### config.mk
export PLATFORM = sky130hd
export DESIGN_NAME = edf_ready_queue_flat
export DESIGN_NICKNAME = d
export VERILOG_FILES = /design/src/edq_pkg.sv /design/src/edq_req_if.sv /design/src/edq_rsp_if.sv /design/src/edq_ready_queue.sv /design/src/edq_cell.sv /design/src/edq_chain.sv /design/src/flat_wrapper.sv
export SDC_FILE = /design/constraint.sdc
export NUM_CORES = 2
export LEC_CHECK = 0
export ABC_AREA = 1
export ABC_CLOCK_PERIOD_IN_PS = 6900
export BUFFER_PORTS_ARGS = -buffer_cell sky130_fd_sc_hd__buf_2
export CAP_MARGIN = 40
export CORE_ASPECT_RATIO = 0.9
export CORE_MARGIN = 5
export CORE_UTILIZATION = 30
export DETAILED_ROUTE_END_ITERATION = 8
export MAX_ROUTING_LAYER = met4
export PLACE_DENSITY_LB_ADDON = 0.1
export SLEW_MARGIN = 0
export SYNTH_ARGS = -nofsm -noshare
export SYNTH_HDL_FRONTEND = slang
export SYNTH_SLANG_ARGS = --single-unit
### constraint.sdc
create_clock -name clk_i -period 6.9 [get_ports clk_i]
set_clock_uncertainty 0.15 [all_clocks]
set_input_delay 0.345 -clock clk_i [delete_from_list [all_inputs] [get_ports clk_i]]
set_output_delay 0.345 -clock clk_i [all_outputs]
set_load 0.05 [all_outputs]
### src/edq_pkg.sv
// Shared types and constants for the deadline-ordered ready queue.
// Used by the interfaces, the cell, the cell row and the top level.
package edq_pkg;

  localparam int unsigned IdW    = 8;
  localparam int unsigned DlW    = 32;
  localparam int unsigned ReqW   = 3;
  localparam int unsigned CountW = 5;

  typedef logic [ReqW-1:0] req_code_t;

  localparam req_code_t REQ_INSERT   = 3'd0;
  localparam req_code_t REQ_REMOVE   = 3'd1;
  localparam req_code_t REQ_REPOS    = 3'd2;
  localparam req_code_t REQ_POP_HEAD = 3'd3;
  localparam req_code_t REQ_SET_SLP  = 3'd4;
  localparam req_code_t REQ_PICK     = 3'd5;
  localparam req_code_t REQ_LOOKUP   = 3'd6;

  // One queue slot
  typedef struct packed {
    logic [IdW-1:0] id;
    logic [DlW-1:0] deadline;
    logic           sleep;
  } entry_t;

  // Broadcast search key seen by every cell
  typedef struct packed {
    logic [IdW-1:0] id;
    logic [DlW-1:0] deadline;
    logic [IdW-1:0] null_id;
  } key_t;

  // Per-cell compare results
  typedef struct packed {
    logic id_eq;
    logic dl_gt;
    logic ready;
  } cell_flags_t;

  typedef struct packed {
    req_code_t      req_type;
    logic [IdW-1:0] task_id;
    logic [DlW-1:0] deadline;
    logic           sleeping;
  } req_t;

  typedef struct packed {
    logic              ok;
    logic [IdW-1:0]    task_id;
    logic [DlW-1:0]    deadline;
    logic              sleeping;
    logic [CountW-1:0] count;
  } rsp_t;

  typedef enum logic [2:0] {
    OP_HOLD,
    OP_LOAD_NEW,
    OP_FROM_LEFT,
    OP_FROM_RIGHT,
    OP_SET_SLEEP
  } cell_op_e;

endpackage

### src/edq_req_if.sv
// Request channel of the ready queue: valid/ready plus the request fields.
// Depends on edq_pkg.
interface edq_req_if;
  import edq_pkg::*;

  logic                   valid;
  logic                   ready;
  logic [ReqW-1:0]        req_type;
  logic [IdW-1:0]         task_id;
  logic [DlW-1:0]         deadline;
  logic                   sleeping;

  modport source (output valid, req_type, task_id, deadline, sleeping, input ready);
  modport sink   (input valid, req_type, task_id, deadline, sleeping, output ready);
endinterface

### src/edq_rsp_if.sv
// Response channel of the ready queue: valid/ready plus the result fields.
// Depends on edq_pkg.
interface edq_rsp_if;
  import edq_pkg::*;

  logic                   valid;
  logic                   ready;
  logic                   ok;
  logic [IdW-1:0]         task_id_out;
  logic [DlW-1:0]         deadline_out;
  logic                   sleeping_out;
  logic [CountW-1:0]      count;

  modport source (output valid, ok, task_id_out, deadline_out, sleeping_out, count,
                  input ready);
  modport sink   (input valid, ok, task_id_out, deadline_out, sleeping_out, count,
                  output ready);
endinterface

### src/edq_ready_queue.sv
// Earliest-deadline-first ready queue built from a row of shifting cells.
// Depends on edq_pkg, edq_req_if, edq_rsp_if and edq_chain.
//
// Usage:
//   req  - request transactions (insert, remove, reposition, remove head,
//          set sleep, pick, lookup), valid/ready handshake.
//   rsp  - one response transaction per request, valid/ready handshake,
//          held in an output register until taken.
//   cfg_we_i / cfg_wdata_i - write the null task id; write only while idle.
// Timing: a request is captured into a register and then executed across
// the cell row in the execute step; reposition adds an insert step because
// the entry is first taken out and then reinserted by its new deadline.
// The response appears in the cycle after execution. A new request is
// taken only in the idle state, once the last one has left the cell row.
// When the receiver stalls, a finished response stays in the output
// register and the next request waits in the execute step until the
// register frees.
// Reset empties the queue (count zero) and sets the null id to zero; the
// cell contents are not cleared and are never read beyond the count.
module edf_ready_queue #(
  parameter int unsigned DEPTH = 16
) (
  input  logic                 clk_i,
  input  logic                 rst_ni,
  edq_req_if.sink              req,
  edq_rsp_if.source            rsp,
  input  logic                 cfg_we_i,
  input  logic [7:0]           cfg_wdata_i
);
  import edq_pkg::*;

  localparam int unsigned CntW = $clog2(DEPTH + 1);

  localparam logic [1:0] ST_IDLE = 2'd0;
  localparam logic [1:0] ST_EXEC = 2'd1;
  localparam logic [1:0] ST_INS  = 2'd2;

  logic [1:0]      state_q, state_d;
  logic [CntW-1:0] count_q, count_d;
  logic [IdW-1:0]  null_q;
  req_t            req_q;
  logic            keep_q, keep_d;
  logic            out_valid_q;
  rsp_t            rsp_q, rsp_d;
  logic            produce;
  logic            out_free;
  logic            req_fire;

  cell_op_e    [DEPTH-1:0] ops;
  entry_t      [DEPTH-1:0] entries;
  cell_flags_t [DEPTH-1:0] flags;
  entry_t                  new_entry;
  key_t                    key;

  logic [DEPTH-1:0] valid_v, match_v, ready_v, gt_v;
  logic [DEPTH-1:0] match_first, ready_first, rm_mask, gt_mask, ins_pt;
  entry_t           match_sel, ready_sel;
  logic             found, any_ready, has_room, not_empty;

  assign req_fire  = req.valid && req.ready;
  assign req.ready = (state_q == ST_IDLE);
  assign out_free  = !out_valid_q || rsp.ready;

  assign key.id       = req_q.task_id;
  assign key.deadline = req_q.deadline;
  assign key.null_id  = null_q;

  assign new_entry.id       = req_q.task_id;
  assign new_entry.deadline = req_q.deadline;
  assign new_entry.sleep    = (state_q == ST_INS) ? keep_q : req_q.sleeping;

  edq_chain #(.DEPTH(DEPTH)) u_chain (
    .clk_i   (clk_i),
    .op_i    (ops),
    .new_i   (new_entry),
    .key_i   (key),
    .entry_o (entries),
    .flags_o (flags)
  );

  // Per-cell masks and first-hit selection
  always_comb begin
    for (int i = 0; i < DEPTH; i++) begin
      valid_v[i] = CntW'(i) < count_q;
      match_v[i] = flags[i].id_eq && valid_v[i];
      ready_v[i] = flags[i].ready && valid_v[i];
      gt_v[i]    = flags[i].dl_gt;
    end
    match_first = match_v & (~match_v + DEPTH'(1));
    ready_first = ready_v & (~ready_v + DEPTH'(1));
    // everything from the hit onwards shifts towards the head
    rm_mask     = ~(match_first - DEPTH'(1));
    // suffix of later deadlines plus free slots; its lowest bit is the slot
    gt_mask     = gt_v | ~valid_v;
    ins_pt      = gt_mask & ~(gt_mask << 1);
    found       = |match_v;
    any_ready   = |ready_v;
    has_room    = count_q < CntW'(DEPTH);
    not_empty   = count_q != '0;
    match_sel   = '0;
    ready_sel   = '0;
    for (int i = 0; i < DEPTH; i++) begin
      match_sel = match_sel | (match_first[i] ? entries[i] : '0);
      ready_sel = ready_sel | (ready_first[i] ? entries[i] : '0);
    end
  end

  always_comb begin
    state_d = state_q;
    count_d = count_q;
    keep_d  = keep_q;
    produce = 1'b0;
    rsp_d   = '0;
    for (int i = 0; i < DEPTH; i++) begin
      ops[i] = OP_HOLD;
    end

    case (state_q)
      ST_IDLE: begin
        if (req_fire) begin
          state_d = ST_EXEC;
        end
      end
      ST_EXEC: begin
        if (out_free) begin
          produce = 1'b1;
          state_d = ST_IDLE;
          case (req_q.req_type)
            REQ_INSERT: begin
              if (has_room) begin
                for (int i = 0; i < DEPTH; i++) begin
                  if (ins_pt[i]) begin
                    ops[i] = OP_LOAD_NEW;
                  end else if (gt_mask[i]) begin
                    ops[i] = OP_FROM_LEFT;
                  end
                end
                count_d  = count_q + CntW'(1);
                rsp_d.ok = 1'b1;
              end
            end
            REQ_REMOVE, REQ_REPOS: begin
              if (found) begin
                for (int i = 0; i < DEPTH; i++) begin
                  if (rm_mask[i]) begin
                    ops[i] = OP_FROM_RIGHT;
                  end
                end
                count_d  = count_q - CntW'(1);
                rsp_d.ok = 1'b1;
                if (req_q.req_type == REQ_REPOS) begin
                  // hold the result back until the entry is reinserted
                  keep_d  = match_sel.sleep;
                  produce = 1'b0;
                  state_d = ST_INS;
                end
              end
            end
            REQ_POP_HEAD: begin
              if (not_empty) begin
                for (int i = 0; i < DEPTH; i++) begin
                  ops[i] = OP_FROM_RIGHT;
                end
                count_d  = count_q - CntW'(1);
                rsp_d.ok = 1'b1;
              end
            end
            REQ_SET_SLP: begin
              for (int i = 0; i < DEPTH; i++) begin
                if (match_first[i]) begin
                  ops[i] = OP_SET_SLEEP;
                end
              end
              rsp_d.ok = found;
            end
            REQ_PICK: begin
              rsp_d.ok       = any_ready;
              rsp_d.task_id  = any_ready ? ready_sel.id : null_q;
              rsp_d.deadline = ready_sel.deadline;
            end
            REQ_LOOKUP: begin
              rsp_d.ok       = found;
              rsp_d.task_id  = found ? match_sel.id : null_q;
              rsp_d.deadline = match_sel.deadline;
              rsp_d.sleeping = match_sel.sleep;
            end
            default: begin
              rsp_d.ok = 1'b0;
            end
          endcase
        end
      end
      ST_INS: begin
        if (out_free) begin
          for (int i = 0; i < DEPTH; i++) begin
            if (ins_pt[i]) begin
              ops[i] = OP_LOAD_NEW;
            end else if (gt_mask[i]) begin
              ops[i] = OP_FROM_LEFT;
            end
          end
          count_d  = count_q + CntW'(1);
          rsp_d.ok = 1'b1;
          produce  = 1'b1;
          state_d  = ST_IDLE;
        end
      end
      default: begin
        state_d = ST_IDLE;
      end
    endcase
    rsp_d.count = CountW'(count_d);
  end

  always_ff @(posedge clk_i or negedge rst_ni) begin
    if (!rst_ni) begin
      state_q     <= ST_IDLE;
      count_q     <= '0;
      null_q      <= '0;
      out_valid_q <= 1'b0;
    end else begin
      state_q <= state_d;
      count_q <= count_d;
      if (cfg_we_i) begin
        null_q <= cfg_wdata_i;
      end
      if (produce) begin
        out_valid_q <= 1'b1;
      end else if (rsp.ready) begin
        out_valid_q <= 1'b0;
      end
    end
  end

  always_ff @(posedge clk_i) begin
    keep_q <= keep_d;
    if (req_fire) begin
      req_q.req_type <= req.req_type;
      req_q.task_id  <= req.task_id;
      req_q.deadline <= req.deadline;
      req_q.sleeping <= req.sleeping;
    end
    if (produce) begin
      rsp_q <= rsp_d;
    end
  end

  assign rsp.valid        = out_valid_q;
  assign rsp.ok           = rsp_q.ok;
  assign rsp.task_id_out  = rsp_q.task_id;
  assign rsp.deadline_out = rsp_q.deadline;
  assign rsp.sleeping_out = rsp_q.sleeping;
  assign rsp.count        = rsp_q.count;

endmodule

### src/edq_cell.sv
// One slot of the sorted queue: holds an entry, compares it with the key
// and takes a new entry, its left or right neighbour, or a new sleep flag.
// Depends on edq_pkg.
module edq_cell (
  input  logic                clk_i,
  input  edq_pkg::cell_op_e   op_i,
  input  edq_pkg::entry_t     new_i,
  input  edq_pkg::entry_t     left_i,
  input  edq_pkg::entry_t     right_i,
  input  edq_pkg::key_t       key_i,
  output edq_pkg::entry_t     entry_o,
  output edq_pkg::cell_flags_t flags_o
);
  import edq_pkg::*;

  entry_t entry_q, entry_d;

  always_comb begin
    entry_d = entry_q;
    case (op_i)
      OP_HOLD:       entry_d = entry_q;
      OP_LOAD_NEW:   entry_d = new_i;
      OP_FROM_LEFT:  entry_d = left_i;
      OP_FROM_RIGHT: entry_d = right_i;
      OP_SET_SLEEP:  entry_d.sleep = new_i.sleep;
      default:       entry_d = entry_q;
    endcase
  end

  always_ff @(posedge clk_i) begin
    entry_q <= entry_d;
  end

  assign entry_o       = entry_q;
  assign flags_o.id_eq = (entry_q.id == key_i.id);
  assign flags_o.dl_gt = (entry_q.deadline > key_i.deadline);
  assign flags_o.ready = !entry_q.sleep && (entry_q.id != key_i.null_id);

endmodule

### src/edq_chain.sv
// Row of DEPTH queue cells, head at index 0, each wired to its neighbours.
// Depends on edq_pkg and edq_cell.
module edq_chain #(
  parameter int unsigned DEPTH = 16
) (
  input  logic                               clk_i,
  input  edq_pkg::cell_op_e    [DEPTH-1:0]   op_i,
  input  edq_pkg::entry_t                    new_i,
  input  edq_pkg::key_t                      key_i,
  output edq_pkg::entry_t      [DEPTH-1:0]   entry_o,
  output edq_pkg::cell_flags_t [DEPTH-1:0]   flags_o
);
  import edq_pkg::*;

  for (genvar i = 0; i < DEPTH; i++) begin : g_cell
    entry_t left, right;

    if (i == 0) begin : g_head
      assign left = new_i;
    end else begin : g_mid_l
      assign left = entry_o[i-1];
    end

    // the tail cell has no right neighbour: hold its own value
    if (i == DEPTH - 1) begin : g_tail
      assign right = entry_o[i];
    end else begin : g_mid_r
      assign right = entry_o[i+1];
    end

    edq_cell u_cell (
      .clk_i   (clk_i),
      .op_i    (op_i[i]),
      .new_i   (new_i),
      .left_i  (left),
      .right_i (right),
      .key_i   (key_i),
      .entry_o (entry_o[i]),
      .flags_o (flags_o[i])
    );
  end

endmodule
### src/flat_wrapper.sv
// flat-port wrapper written by rule: the top's interface ports become plain ports
module edf_ready_queue_flat import edq_pkg::*;
#(
  parameter int unsigned DEPTH = 16
)
  (clk_i, rst_ni, cfg_we_i, cfg_wdata_i, req_valid, req_req_type, req_task_id, req_deadline, req_sleeping, req_ready, rsp_valid, rsp_ok, rsp_task_id_out, rsp_deadline_out, rsp_sleeping_out, rsp_count, rsp_ready);
  edq_req_if req_i ();
  edq_rsp_if rsp_i ();
  input  logic clk_i;
  input  logic rst_ni;
  input  logic cfg_we_i;
  input  logic [7:0] cfg_wdata_i;
  input wire logic [$bits(req_i.valid)-1:0] req_valid;
  input wire logic [$bits(req_i.req_type)-1:0] req_req_type;
  input wire logic [$bits(req_i.task_id)-1:0] req_task_id;
  input wire logic [$bits(req_i.deadline)-1:0] req_deadline;
  input wire logic [$bits(req_i.sleeping)-1:0] req_sleeping;
  output wire logic [$bits(req_i.ready)-1:0] req_ready;
  output wire logic [$bits(rsp_i.valid)-1:0] rsp_valid;
  output wire logic [$bits(rsp_i.ok)-1:0] rsp_ok;
  output wire logic [$bits(rsp_i.task_id_out)-1:0] rsp_task_id_out;
  output wire logic [$bits(rsp_i.deadline_out)-1:0] rsp_deadline_out;
  output wire logic [$bits(rsp_i.sleeping_out)-1:0] rsp_sleeping_out;
  output wire logic [$bits(rsp_i.count)-1:0] rsp_count;
  input wire logic [$bits(rsp_i.ready)-1:0] rsp_ready;
  assign req_i.valid = req_valid;
  assign req_i.req_type = req_req_type;
  assign req_i.task_id = req_task_id;
  assign req_i.deadline = req_deadline;
  assign req_i.sleeping = req_sleeping;
  assign req_ready = req_i.ready;
  assign rsp_valid = rsp_i.valid;
  assign rsp_ok = rsp_i.ok;
  assign rsp_task_id_out = rsp_i.task_id_out;
  assign rsp_deadline_out = rsp_i.deadline_out;
  assign rsp_sleeping_out = rsp_i.sleeping_out;
  assign rsp_count = rsp_i.count;
  assign rsp_i.ready = rsp_ready;
  edf_ready_queue #(.DEPTH(DEPTH)) u_core (.clk_i(clk_i), .rst_ni(rst_ni), .req(req_i), .rsp(rsp_i), .cfg_we_i(cfg_we_i), .cfg_wdata_i(cfg_wdata_i));
endmodule
==> impl_metrics.json <==
{
  "finalWirelength_um": 346000,
  "wl_per_cell_um": 29.0,
  "postLayoutCoreUtil_pct": 34.2,
  "floorplan.rows": 161,
  "initial_core_util_pct": 30.1,
  "dpl.hpwl_um": 268000,
  "gp_congestion": 0.997,
  "vias": 66500,
  "first_global_vias": 59500,
  "synth_ff_type": "edfxtp_1",
  "viasPerCell": 5.56,
  "synth.net_count": 9542,
  "synth-seq-cells": 764,
  "relSlewSlack_pct": 33.7,
  "clockBufferDepth": 3,
  "drt_iter0_drc": 9308,
  "cts_tree": "built",
  "p_leak_uw": 0.0313,
  "cts_root_buf": "clkbuf_16",
  "rsz0062_at_grt": "no",
  "hold_viol_final": 0,
  "track_usage_pct": 30.3,
  "cts.clk_slew.worst_paths_ns": 0.06,
  "cp.required_ns": 7.26,
  "reg2reg_from": "u_core.key[47]",
  "outcome": "complete, no violations",
  "synth-edff-count": 748,
  "drive_gt1_share_pct": 8.53,
  "synth-warning-count": 0,
  "fmax_mhz": 160,
  "grt_first_pass_wirelength_um": 477000,
  "die_area_um2": 224000,
  "finalSetupTns_ns": 0,
  "worst-r2r-setup-slack_ns": 0.66,
  "irDropWorstVdd_mv": 0.199,
  "yosysUniqueCellTypes": 60,
  "post_cts_buffers": 0,
  "cp.arrival_ns": 6.59,
  "start_kind": "register",
  "h-tree-depth": 3,
  "avgSynthCellArea_um2": 7.19,
  "synth_area_um2": 64500,
  "syn_inst": 8965,
  "maxCapViolations": 0,
  "io_buffers": 105,
  "grt_max_degree": 64,
  "tightest_slew_ns": 0.987,
  "grt_antenna_before_repair": 8,
  "cts_made_buffers": 104,
  "core_area_um2": 214000,
  "ant_nets": 0,
  "setup_viol": 0,
  "crit_start": "u_core.key[47]",
  "crit_path_end_kind": "register",
  "insertion_delay_ns": 0.80,
  "power_density_nw_per_um2": 281,
  "path_max_fanout": 18,
  "ys_seq_area_share_pct": 35.4,
  "hold_path.class": "in -> reg",
  "slew_viol_final": 0,
  "cts.sinks": 764,
  "timing.final.crit_share_pct": 90.4,
  "fp.dieW_um": 499,
  "drcViolationCount": 0,
  "min_period_ns": 6.24,
  "drtPass1Iterations": 6,
  "die_h_um": 450,
  "grt.overflow.total": 0,
  "area_growth_pct": 13.4,
  "critical_path_class": "reg -> reg",
  "fin_nets": 9587,
  "num_io_pins": 106,
  "hold_start": "req_deadline[11]",
  "async_reset_ff_share_pct": 2.09
}
report_power, final:
part	switching (uW)	internal (uW)
Clock	2490	3470
Combinational	5610	2110
Sequential	856	6040
Total	8960	11600
area by class of cell:
type                            count  area (um^2)
Fill cell                       22800       141000
Clock inverter                     75          902
Timing Repair Buffer              432         3650
Sequential cell                   764        22900
Multi-Input combinational cell   7018        36900
Antenna cell                        3         7.51
Tap cell                         2852         3570
Clock buffer                      119         2660
Inverter                          690         2600
through the flow:
stage	power, uW	hold WS, ns	worst slack [ns]	instances	instance area, um^2
floorplan	11200	-0.101	1.74	8965	64500
global placement	14300	0.149	0.834	11700	68300
detailed placement	14400	0.159	0.787	11700	68800
CTS	20500	0.0653	0.775	11900	73100
global route	21500	0.0934	0.607	12000	73100
finish	20600	0.131	0.665	12000	73100
timing repair:
action,in CTS,in global routing
resized for setup,0,0
hold buffers,72,0
endpoints found under the hold margin,81,0
placed cells by master (no fill, tap or decap), drive strengths merged, types with 59 or more instances in the layout:
cell         synthesis  final
nand4              189    189
o211ai             260    260
nand3              898    898
nand2             3238   3238
edfxtp             748    748
inv                680    682
o21ai              364    364
a21oi              390    390
nor3                82     82
clkinv              10     59
clkbuf             204    119
dlygate4sd3          0     72
ha                 520    520
buf                289    358
xnor2               86     86
nor2               755    755
layer usage:
layer	global-route usage [%]	part of all wire [%]	vias to the layer above
met2	39.6	39	3735
li1	-	-	30300
met4	6.49	2.5	0
met3	7.55	11	377
met5	-	0	-
met1	46.1	48	32100
synthesized netlist by cell type (9+ instances only):
cell	instances	area share, %
a22oi_1	34	0.40
ha_1	520	10
dfrtp_1	16	0.62
clkbuf_1	202	1.2
nor2_1	718	4.2
xnor2_1	84	1.1
a21oi_1	388	3.0
buf_6	28	0.49
inv_2	36	0.21
buf_4	23	0.27
nor3_1	77	0.60
o22ai_1	51	0.49
buf_1	23	0.13
o21ai_0	314	2.4
o211ai_1	194	2.3
o21a_1	23	0.27
nand4_1	188	1.8
nand3_1	888	6.9
a31oi_1	13	0.13
xor2_1	55	0.75
inv_1	641	3.7
buf_2	214	1.7
nor2_2	21	0.20
nor4_1	16	0.16
o211ai_2	66	1.3
edfxtp_1	748	35
nor2_4	14	0.24
nand2_2	38	0.37
clkinv_1	9	0.052
nand3_2	9	0.14
nand2_1	3193	19
o21ai_1	49	0.38
sequential cells by signal, indices dropped and copies added (netlist names):
signal	cells
u_core.rsp.sleeping_out	1
u_core.rsp.valid	1
u_core.state_q	2
u_core.u_chain.g_cell.u_cell.entry_o	656
u_core.key	40
u_core.rsp.count	5
u_core.rsp.deadline_out	32
u_core.rsp.ok	1
u_core.null_q	8
u_core.req_q	4
u_core.count_q	5
u_core.rsp.task_id_out	8
u_core.keep_q	1
final timing paths:
path | end | cells past startpoint
worst max-delay path | u_core.u_chain.g_cell[15].u_cell.entry_o[32] | 16
worst min-delay path | u_core.key[19] | 2
worst max register to register | u_core.u_chain.g_cell[15].u_cell.entry_o[32] | 16
worst min register to register | u_core.state_q[1] | 2
max in group asynchronous | u_core.state_q[0] | 4
min in group asynchronous | u_core.null_q[0] | 3
kinds of logic after synthesis:
family,count (synthesis),share of synthesized area (%)
compound gates,1157,11.0
simple gates,5200,33.8
flops,764,35.4
buf+inv,1183,7.79
xor+xnor,141,1.94
fa+ha+maj,520,10.1
worst max-delay path: stages (launching register included):
cell	delay [ns]
edfxtp_1	0.71
buf_4	0.35
inv_2	0.35
nand2_1	0.14
nand4_1	0.12
nor2_1	0.05
nand3_1	0.10
nand2_2	0.12
nor2_4	0.54
nand2_1	0.51
nor2_1	0.48
nand2_1	0.45
nor3_1	0.27
nand4_1	0.51
nand2_1	0.34
nand2_2	0.40
buf_12	0.33
No activity file was read; power rests on OpenSTA's default activity.
